**src/assert_macros.svh**
```systemverilog
// ----------------------------------------------------------------------------
// assert_macros.svh
// Concurrent assertion helpers shared by the WELL512 RTL.
// ----------------------------------------------------------------------------
`ifndef ASSERT_MACROS_SVH
`define ASSERT_MACROS_SVH

// same-cycle implication, masked during reset
`define ASSERT_SAME(label, clk, rst_n, ante, cons) \
	label: assert property (@(posedge clk) disable iff (!rst_n) (ante) |-> (cons)) \
		else $error("same-cycle check failed");

// next-cycle implication, masked during reset
`define ASSERT_NEXT(label, clk, rst_n, ante, cons) \
	label: assert property (@(posedge clk) disable iff (!rst_n) (ante) |=> (cons)) \
		else $error("next-cycle check failed");

`endif

```
**src/well512_pkg.sv**
```systemverilog
`default_nettype none
// ----------------------------------------------------------------------------
// well512_pkg
// Shared types and constants for the 64-bit WELL512 generator.
// ----------------------------------------------------------------------------
package well512_pkg;

	localparam int POOL_DEPTH = 16;
	localparam int IDX_W      = 4;
	localparam int WORD_W     = 64;

	// pool offsets relative to the current position
	localparam logic [IDX_W-1:0] TAP_X0   = 4'd0;
	localparam logic [IDX_W-1:0] TAP_X9   = 4'd9;
	localparam logic [IDX_W-1:0] TAP_X13  = 4'd13;
	localparam logic [IDX_W-1:0] TAP_PREV = 4'd15;

	localparam logic [WORD_W-1:0] TEMPER_MASK = 64'h0000_0000_DA44_2D24;

	typedef enum logic {
		CMD_SEED = 1'b0,
		CMD_GEN  = 1'b1
	} cmd_t;

	// pool words read by one generate
	typedef struct packed {
		logic [WORD_W-1:0] x0;
		logic [WORD_W-1:0] x13;
		logic [WORD_W-1:0] x9;
		logic [WORD_W-1:0] prev;
	} taps_t;

	// pool update request
	typedef struct packed {
		logic              seed_en;
		logic              gen_en;
		logic [IDX_W-1:0]  slot;
		logic [WORD_W-1:0] seed_word;
		logic [WORD_W-1:0] fresh;
		logic [WORD_W-1:0] result;
	} pool_upd_t;

endpackage
`default_nettype wire

```
**src/well512_mix.sv**
```systemverilog
`default_nettype none
// ----------------------------------------------------------------------------
// well512_mix
// Combinational WELL512 mixing: new pool word and tempered result.
// ----------------------------------------------------------------------------
module well512_mix (
	input  well512_pkg::taps_t                   taps,
	output logic [well512_pkg::WORD_W-1:0]       fresh,
	output logic [well512_pkg::WORD_W-1:0]       result
);

	logic [well512_pkg::WORD_W-1:0] mix1;
	logic [well512_pkg::WORD_W-1:0] mix2;
	logic [well512_pkg::WORD_W-1:0] temper;

	always_comb begin
		mix1   = taps.x0 ^ taps.x13 ^ (taps.x0 << 16) ^ (taps.x13 << 15);
		mix2   = taps.x9 ^ (taps.x9 >> 11);
		fresh  = mix1 ^ mix2;
		temper = fresh ^ ((fresh << 5) & well512_pkg::TEMPER_MASK);
		result = taps.prev ^ mix1 ^ temper ^ (taps.prev << 2) ^ (mix1 << 18)
			^ (mix2 << 28);
	end

endmodule
`default_nettype wire

```
**src/well512_pool.sv**
```systemverilog
`default_nettype none
`include "assert_macros.svh"
// ----------------------------------------------------------------------------
// well512_pool
// Sixteen-word pool kept rotated so the current position sits at entry 0.
// ----------------------------------------------------------------------------
module well512_pool (
	input  wire                     clk,
	input  wire                     arst_n,
	input  well512_pkg::pool_upd_t  upd,
	output well512_pkg::taps_t      taps
);

	logic [well512_pkg::WORD_W-1:0] rot_q [well512_pkg::POOL_DEPTH];
	logic [well512_pkg::IDX_W-1:0]  pos_q;
	logic [well512_pkg::IDX_W-1:0]  seed_idx;

	// absolute slot -> rotated entry
	assign seed_idx = upd.slot - pos_q;

	assign taps.x0   = rot_q[well512_pkg::TAP_X0];
	assign taps.x13  = rot_q[well512_pkg::TAP_X13];
	assign taps.x9   = rot_q[well512_pkg::TAP_X9];
	assign taps.prev = rot_q[well512_pkg::TAP_PREV];

	// generate: old pos gets fresh, pos-1 gets result, window slides down by one
	always_ff @(posedge clk or negedge arst_n) begin
		if (!arst_n) begin
			for (int i = 0; i < well512_pkg::POOL_DEPTH; i++) begin
				rot_q[i] <= '0;
			end
			pos_q <= '0;
		end else if (upd.gen_en) begin
			rot_q[0] <= upd.result;
			rot_q[1] <= upd.fresh;
			for (int i = 2; i < well512_pkg::POOL_DEPTH; i++) begin
				rot_q[i] <= rot_q[i-1];
			end
			pos_q <= pos_q - 1'b1;
		end else if (upd.seed_en) begin
			rot_q[seed_idx] <= upd.seed_word;
		end
	end

	`ASSERT_NEXT(a_pos_step, clk, arst_n, upd.gen_en, pos_q == $past(pos_q) - 1'b1)
	`ASSERT_NEXT(a_gen_result_at_head, clk, arst_n, upd.gen_en,
		rot_q[0] == $past(upd.result) && rot_q[1] == $past(upd.fresh))
	`ASSERT_SAME(a_one_update, clk, arst_n, 1'b1, !(upd.gen_en && upd.seed_en))

endmodule
`default_nettype wire

```
**src/well512_random_generator_64bit_top.sv**
```systemverilog
// A generate goes through the input register stage, then the result register.
// Throughput: one transaction per cycle, seed or generate, limited by the pool update
//   (rotating 16-word register file, XOR/shift mix); generates wait on a stalled output.
// Reset: arst_n clears the pool to zero, position to zero and both valid stages.
// The pool must be seeded before output is non-zero.
`default_nettype none
`include "assert_macros.svh"
// ----------------------------------------------------------------------------
// well512_random_generator_64bit_top
// 64-bit WELL512 generator: seed transactions load pool words, generate
// transactions return one pseudo-random word each.
// ----------------------------------------------------------------------------
module well512_random_generator_64bit_top (
	input  wire                              clk,
	input  wire                              arst_n,
	// input channel
	input  wire                              in_valid,
	output logic                             in_stall,
	input  wire                              command,
	input  wire  [well512_pkg::IDX_W-1:0]    seed_slot,
	input  wire  [well512_pkg::WORD_W-1:0]   seed_word,
	// output channel
	output logic                             out_valid,
	input  wire                              out_stall,
	output logic [well512_pkg::WORD_W-1:0]   random_word
);

	// input register stage
	logic                            valid_s1;
	well512_pkg::cmd_t               cmd_s1;
	logic [well512_pkg::IDX_W-1:0]   slot_s1;
	logic [well512_pkg::WORD_W-1:0]  word_s1;

	// result register
	logic                            out_valid_q;
	logic [well512_pkg::WORD_W-1:0]  random_word_q;

	logic                            out_free;
	logic                            go_s1;
	logic                            gen_go;
	well512_pkg::taps_t              taps;
	well512_pkg::pool_upd_t          upd;
	logic [well512_pkg::WORD_W-1:0]  fresh;
	logic [well512_pkg::WORD_W-1:0]  result;

	// Result register is empty or is taken this cycle.
	assign out_free = !out_valid_q || !out_stall;

	// A seed transaction never needs the result register; a generate does.
	assign go_s1  = valid_s1 && ((cmd_s1 == well512_pkg::CMD_SEED) || out_free);
	assign gen_go = go_s1 && (cmd_s1 == well512_pkg::CMD_GEN);

	// Input stage accepts whenever it is empty or moving on.
	assign in_stall = valid_s1 && !go_s1;

	always_ff @(posedge clk or negedge arst_n) begin
		if (!arst_n) begin
			valid_s1 <= 1'b0;
		end else if (!in_stall) begin
			valid_s1 <= in_valid;
		end
	end

	always_ff @(posedge clk) begin
		if (!in_stall && in_valid) begin
			cmd_s1  <= well512_pkg::cmd_t'(command);
			slot_s1 <= seed_slot;
			word_s1 <= seed_word;
		end
	end

	// Pool update request from the item in the input stage.
	always_comb begin
		upd.seed_en   = go_s1 && (cmd_s1 == well512_pkg::CMD_SEED);
		upd.gen_en    = gen_go;
		upd.slot      = slot_s1;
		upd.seed_word = word_s1;
		upd.fresh     = fresh;
		upd.result    = result;
	end

	well512_pool u_pool (
		.clk    (clk),
		.arst_n (arst_n),
		.upd    (upd),
		.taps   (taps)
	);

	well512_mix u_mix (
		.taps   (taps),
		.fresh  (fresh),
		.result (result)
	);

	// Result register: loads on a generate, drains when taken.
	always_ff @(posedge clk or negedge arst_n) begin
		if (!arst_n) begin
			out_valid_q <= 1'b0;
		end else if (gen_go) begin
			out_valid_q <= 1'b1;
		end else if (out_free) begin
			out_valid_q <= 1'b0;
		end
	end

	always_ff @(posedge clk) begin
		if (gen_go) begin
			random_word_q <= result;
		end
	end

	assign out_valid   = out_valid_q;
	assign random_word = random_word_q;

	`ASSERT_NEXT(a_seed_no_result, clk, arst_n,
		valid_s1 && (cmd_s1 == well512_pkg::CMD_SEED) && !(out_valid_q && out_stall),
		!out_valid_q)
	`ASSERT_SAME(a_stall_cause, clk, arst_n, in_stall,
		valid_s1 && (cmd_s1 == well512_pkg::CMD_GEN) && out_valid_q && out_stall)
	`ASSERT_NEXT(a_gen_loads_result, clk, arst_n, gen_go,
		out_valid_q && (random_word_q == $past(result)))

endmodule
`default_nettype wire
```
**config.mk**
```make
export PLATFORM = sky130hd
export DESIGN_NAME = well512_random_generator_64bit_top
export DESIGN_NICKNAME = d
export VERILOG_FILES = /design/src/well512_pkg.sv /design/src/well512_mix.sv /design/src/well512_pool.sv /design/src/well512_random_generator_64bit_top.sv
export VERILOG_INCLUDE_DIRS = /design/src /design/src/src
export SDC_FILE = /design/constraint.sdc
export NUM_CORES = 2
export LEC_CHECK = 0
export BUFFER_PORTS_ARGS = -buffer_cell sky130_fd_sc_hd__buf_2
export CAP_MARGIN = 30
export CORE_MARGIN = 4
export CORE_UTILIZATION = 45
export DETAILED_ROUTE_END_ITERATION = 8
export GPL_ROUTABILITY_DRIVEN = 0
export PLACE_DENSITY_LB_ADDON = 0.08
export SLEW_MARGIN = 25
export SYNTH_ARGS = -nofsm -noshare
export SYNTH_HDL_FRONTEND = slang
export SYNTH_SLANG_ARGS = --single-unit
```
**constraint.sdc**
```tcl
create_clock -name clk -period 3.5 [get_ports clk]
set_input_delay 0.525 -clock clk [delete_from_list [all_inputs] [get_ports clk]]
set_output_delay 0.525 -clock clk [all_outputs]
set_load 0.01 [all_outputs]
```
; Yosys cells after proc, flatten, opt, wreduce, memory -nomap -nowiden
; Cells that the tools add are included.
[classes]
addsub = 2
magnitude_cmp = 2
n_mux = 7
bitwise_logic = 13
reduce_logical = 14
[op_table]
columns = cell, n
row1 = 1024-bit two-way mux, 2
row2 = 1024-bit bitwise mux, 1
row3 = 64-bit bitwise XOR, 9
row4 = 64-bit demux with 4-bit select, 1
row5 = 64-bit two-way mux, 1
row6 = 64-bit by 32-bit bitwise XOR with 64-bit output, 1
row7 = 64-bit by 53-bit bitwise XOR with 64-bit output, 1
row8 = 1-bit logical AND, 6
row9 = "5-bit greater-or-equal comparator, second input constant", 1
row10 = "5-bit by 1-bit < comparator with 1-bit output, second input constant", 1
row11 = 4-bit NOT with 5-bit output, 1
row12 = 1-bit zero test, 4
row13 = 2-bit nonzero test, 2
row14 = "4-bit by 1-bit subtractor with 4-bit output, second input constant", 1
row15 = 4-bit subtractor, 1
row16 = 1-bit logical OR, 2
row17 = 1-bit two-way mux, 2
row18 = 1-bit NOT, 1
[totals]
regBits = 1163
input_bits = 73
out_inout_bits = 66
elab_cells = 61

; Depth between registers and ports, before layout
[logic_depth]
ltp_word = 10
mapped_depth = 12
depth_no_buf = 9

; Modules after synthesis
; A second synthesis with hierarchy kept.
[unflattened]
hier_cells = 4267
area_unflattened_um2 = 61479.0
[modules_own_cells]
columns = module, instances, cells_per_inst, area_each_um2, seq_area_each_um2
row1 = well512_pool, 1, 3663, 52730.6, 25724.7
row2 = well512_mix, 1, 460, 4659.5, 0.0
row3 = well512_random_generator_64bit_top, 1, 144, 4088.9, 4043.9

; Worst setup path after synthesis
; OpenSTA, ideal clock, no wires.
[synth_timing]
path_type = flip-flop to flip-flop
start = reg cmd_s1
end = reg cmd_s1, enable pin
setup_ns = 0.435
arrival_time_ns = 2.609
required_time_ns = 3.065
setup_slack_ns = 0.456
path_stages_with_launch = 6
path_buffers = 2
period_less_slack_ns = 3.044
path_cell_list = edfxtp_1 and2_1 buf_2 clkbuf_1 nand3_1 and2_1
[synth_between]
elab_chain_len = 7
[synth_lines]
columns = element, line
row1 = "start, declared", well512_random_generator_64bit_top.sv:30  ; well512_pkg::cmd_t cmd_s1;
row2 = "start signal, assigned", well512_random_generator_64bit_top.sv:66  ; cmd_s1 <= well512_pkg::cmd_t'(command);
row3 = 1-bit NOT, well512_random_generator_64bit_top.sv:50  ; assign go_s1 = valid_s1 && ((cmd_s1 == well512_pkg::CMD_SEED) || out_free);
row4 = 1-bit logical OR, well512_random_generator_64bit_top.sv:50
row5 = 1-bit logical AND, well512_random_generator_64bit_top.sv:50
row6 = 1-bit zero test, well512_random_generator_64bit_top.sv:54  ; assign in_stall = valid_s1 && !go_s1;
row7 = 1-bit logical AND, well512_random_generator_64bit_top.sv:54
row8 = 1-bit zero test, well512_random_generator_64bit_top.sv:65  ; if (!in_stall && in_valid) begin
row9 = 1-bit logical AND, well512_random_generator_64bit_top.sv:65
; Every way passes these cells.
; A chain may end at the register's enable or synchronous reset.

; Final worst setup path
[layout_timing]
start = reg slot_s1[0] in the netlist's numbering
end = reg u_pool.rot_q[820] in the netlist's numbering
[layout_between]
elab_chain_len = 9
elab_cells_between_ends = 10
cone_classes = add/sub (1) / order compare (2) / mux (5) / bitwise (1) / reduce/logical (1)
[layout_lines]
columns = element, line
row1 = "start, declared", well512_random_generator_64bit_top.sv:31  ; logic [well512_pkg::IDX_W-1:0] slot_s1;
row2 = "start signal, assigned", well512_random_generator_64bit_top.sv:67  ; slot_s1 <= seed_slot;
row3 = 4-bit subtractor (*), well512_pool.sv:19  ; assign seed_idx = upd.slot - pos_q;
row4 = 4-bit NOT with 5-bit output (not written as such) (*), well512_pool.sv:41  ; rot_q[seed_idx] <= upd.seed_word;
row5 = 5-bit greater-or-equal comparator (not written as such) or 5-bit by 1-bit < comparator with 1-bit output (tied branches), well512_pool.sv:41
row6 = 1-bit logical AND (not written as such), well512_pool.sv:41
row7 = 64-bit two-way mux (not written as such), well512_pool.sv:41
row8 = 64-bit demux with 4-bit select (*), well512_pool.sv:41
row9 = 1024-bit bitwise mux (*), well512_pool.sv:41
row10 = 1024-bit two-way mux (*), well512_pool.sv:40  ; end else if (upd.seed_en) begin
row11 = 1024-bit two-way mux (*), well512_pool.sv:33  ; end else if (upd.gen_en) begin
row12 = "end signal, assigned by index", well512_pool.sv:37  ; rot_q[i] <= rot_q[i-1];
row13 = "end signal, assigned by index", well512_pool.sv:41
row14 = "end, declared", well512_pool.sv:14  ; logic [well512_pkg::WORD_W-1:0] rot_q [well512_pkg::POOL_DEPTH];
; Mark *: on every way between the ends. The rest lies on a longest branch, timed or not. The select of a mux whose other input is x is not followed.

==> metrics.txt <==
status=finished clean; worst path cell trace=inv_1 -> ha_1 -> inv_1 -> fa_1 -> xor2_2 -> a211oi_1 -> o21ai_4 -> a21o_4 -> buf_12 -> mux2_4; data arrival time of the critical path=3.92 ns; Hold Path Sink=valid_s1; total CTS buffers=135; pin count of the biggest net entering global routing=approximately 200; fmax=a little over 0.3 GHz; area delta synth->final=14.69%; Multi-input gate area=between 20000 and 25000 um^2; Seq. cell area=29770 um^2; # IOs=139; hold_sp=out_stall; RSZ-0062 raised after global routing=no; endpoints failing hold=0; Hold Path Stages=3; setup tns final=0 ns; path depth of the worst reg2reg path=10; CP required=approximately 4.1 ns; GRT Resource Usage Total=30.84%; first drt pass iteration count=8; first-pass GRT wire length=297.4 mm; Ys Warns=0; ys flop type=dfrtp_1; Routed Antenna Nets=0; RR Startpoint=slot_s1[0]; slowest CP cell=a211oi_1; die area=~130000 um^2; worst slew pin tran=approximately 1.1 ns; area leader, netlist=dfrtp_1; clock share of power=18.3%; crit path time final=roughly 3.3 ns; CTS H-tree lvls=4; nets=5181; commonest cells after routing, fill and taps aside=dfrtp_1 (1030), nand2_1 (892), xnor2_1 (326), and3_1 (322), a221o_1 (320); TritonCTS clock tree=done; Die H=approximately 360 um; commonest non-fill, non-tap cell in the layout=dfrtp_1; Most common cell on crit path=inv_1; Mapped Area=between 50000 and 60000 um^2; Routed WL per cell=just under 30 um; DP HPWL=roughly 130 mm; Seq pwr share=approximately a third; Fin Clk Skew=~0.024 ns; delay-heaviest family, CP=compound AO/OA/AOI/OAI gates; Pint=between 40 and 50 mW; max incr delay on CP=around 0.62 ns; Num Clock Sinks=~1200; CP Launch Type=register; critical path class=reg2reg; 1st-iter DRT viols=around 5100; Sw Share=between 40% and 50%; Worst R2R Setup Slack=0.22 ns; Synth cell types=just over 60; share of layout cells above drive strength 1=12.89%; Synth top area share=46.49%; number of synthesized flops with an enable pin=roughly 130; worst setup margin=between 0.2 and 0.25 ns; max-slew violations=0; core area=122000 um^2; crit path from=slot_s1[0]; Syn Inst Count=around 5100; met2 WL=about 83 mm; worst skew pair latency=between 0.7 and 0.8 ns; RR Endpoint=u_pool.rot_q[820]; mean area per synthesized cell=10.95 um^2; crit end category=register; row count=between 100 and 150; synthesized flop and latch total=between 1000 and 1500; Max Cap Viol=0; number of port buffers=roughly 140; Lkg Pwr=roughly 28 nW; WL final=around 200 mm; Tcrit/Tclk final=between 90% and 100%; WL met1=about 90 mm; VDD IR max=around 0.00082 V; Longest Clk Path Bufs=3; vias in the first global route=approximately 40000; clk slew on worst S/H paths=about 0.06 ns; syn nets=~5100; max_slew headroom=around 29%; CP max FO=16; # fillers=approximately 11000; WP buf/inv=3; post-synthesis sequential area ratio=a little over half; async set-reset flop share out of synthesis=about nine tenths; DRC viols=0; DR WL met3=just over 20 mm; grt total ovfl=0; initial antenna violation count=8; Vias=between 40000 and 50000; chip width=about 360 um; uppermost routed layer=met4; Worst Hold Class=in2reg; Synth area leaders=dfrtp_1 (46%), edfxtp_1 (7.2%), nand2_1 (6.1%), a221o_1 (5.8%), xnor2_1 (5.2%); Final Setup Violations=0; Place WS=approximately 0.30 ns; Starting Density=between 40% and 50%; CTS root buffer=clkbuf_16; sw power=~34 mW; Gate power share=roughly half; pwr/cell area=around 1200 nW/um^2; vias per inst=around 6.3
[timing repair]
item / CTS / global route
hold buffers: 71 / 0
gates resized for setup: 0 / 0
buffers inserted: 0 / 0
endpoints found under the hold margin: 97 / 0
[final cells by class]
type | count | area share, %
Clock buffer | 207 | 6.377
Multi-Input combinational cell | 3415 | 37.55
Timing Repair Buffer | 379 | 5.517
Sequential cell | 1163 | 46.81
Antenna cell | 8 | 0.03148
Tap cell | 1625 | 3.197
Clock inverter | 40 | 0.4506
Inverter | 9 | 0.06493
[per-stage QoR]
stage | total power [mW] | area, um^2 | instances | util [%] | hold WS [ns]
4_1_cts | 75.54 | 63560 | 6836 | 52.08 | 0.06751
3_3_place_gp | 61.01 | 58500 | 6517 | 47.94 | 0.4615
6_report | 76.17 | 63590 | 6846 | 52.11 | 0.1294
5_1_grt | 79.20 | 63570 | 6838 | 52.09 | 0.1342
2_1_floorplan | 43.94 | 55450 | 5063 | - | 0.2294
3_5_place_dp | 61.33 | 58500 | 6518 | 47.94 | 0.4674
[power by group through the flow]
stage | Clock (mW) | Combinational, mW | Sequential, mW
after floorplan | 0 | 20.6 | 23.4
after global placement | 0 | 35.8 | 25.2
after detailed placement | 0 | 36.0 | 25.3
after CTS | 14.1 | 36.3 | 25.1
after global routing | 14.8 | 38.5 | 25.9
final | 13.9 | 36.9 | 25.3
[cells in the mapped netlist (3+ instances only)]
cell type and number:
a21oi_2 3, and3_1 322, o22a_1 11, buf_1 8, o22ai_1 42, a31oi_1 9, nand2_1 896, edfxtp_1 133
a21o_1 3, mux2_2 49, mux2_1 63, o211ai_1 233, xnor3_1 38, and2_1 3, xnor2_1 327, clkbuf_1 346
dfrtp_1 1030, nand2b_1 3, nor2_1 140, nand3_1 8, buf_2 90, a221o_1 320, mux2_4 60, nor3_2 5
nor4_1 4, buf_6 19, o21a_1 11, a21oi_1 148, a2bb2oi_1 11, buf_4 13, o21ai_1 124, a32oi_1 143
ha_1 4, mux2i_1 128, inv_1 9, xor2_1 102, o21ai_0 174
[flip-flops by register name, summed over array words and instances (netlist names)]
register      count
u_pool.taps     256
slot_s1           4
random_word      64
out_valid         1
u_pool.pos_q      4
cmd_s1            1
valid_s1          1
word_s1          64
u_pool.rot_q    768
[logic make-up after synthesis]
group                      synth area share (%)
and+or+nand+nor                           11.17
AOI/OAI and AO/OA                         16.56
DFF                                       53.69
buffers and inverters                     3.832
xor gates and xnor gates                  8.408
muxes                                     6.210
adders and majority gates                0.1264
[tightest hold or removal path, cell delays in order]
cell	delay, ns
buf_2	0.13
nand3_1	0.13
nand2b_1	0.07
[routing by layer]
metal	GRT usage, %	up-vias
li1	-	18430
met1	46.64	21950
met2	42.64	2125
met3	8.063	319
met4	10.70	0
met5	0	-
[worst max-delay path by stage]
stage                             end  depth (start not counted)  slack (ns)
finish              u_pool.rot_q[820]                         10        0.22
global route        u_pool.rot_q[659]                         10        0.12
CTS                 u_pool.rot_q[818]                         10        0.28
detailed placement  u_pool.rot_q[820]                         10        0.30
global placement    u_pool.rot_q[816]                         10        0.31
floorplan                      cmd_s1                          5        0.46
(Power assumes the default switching activity.)
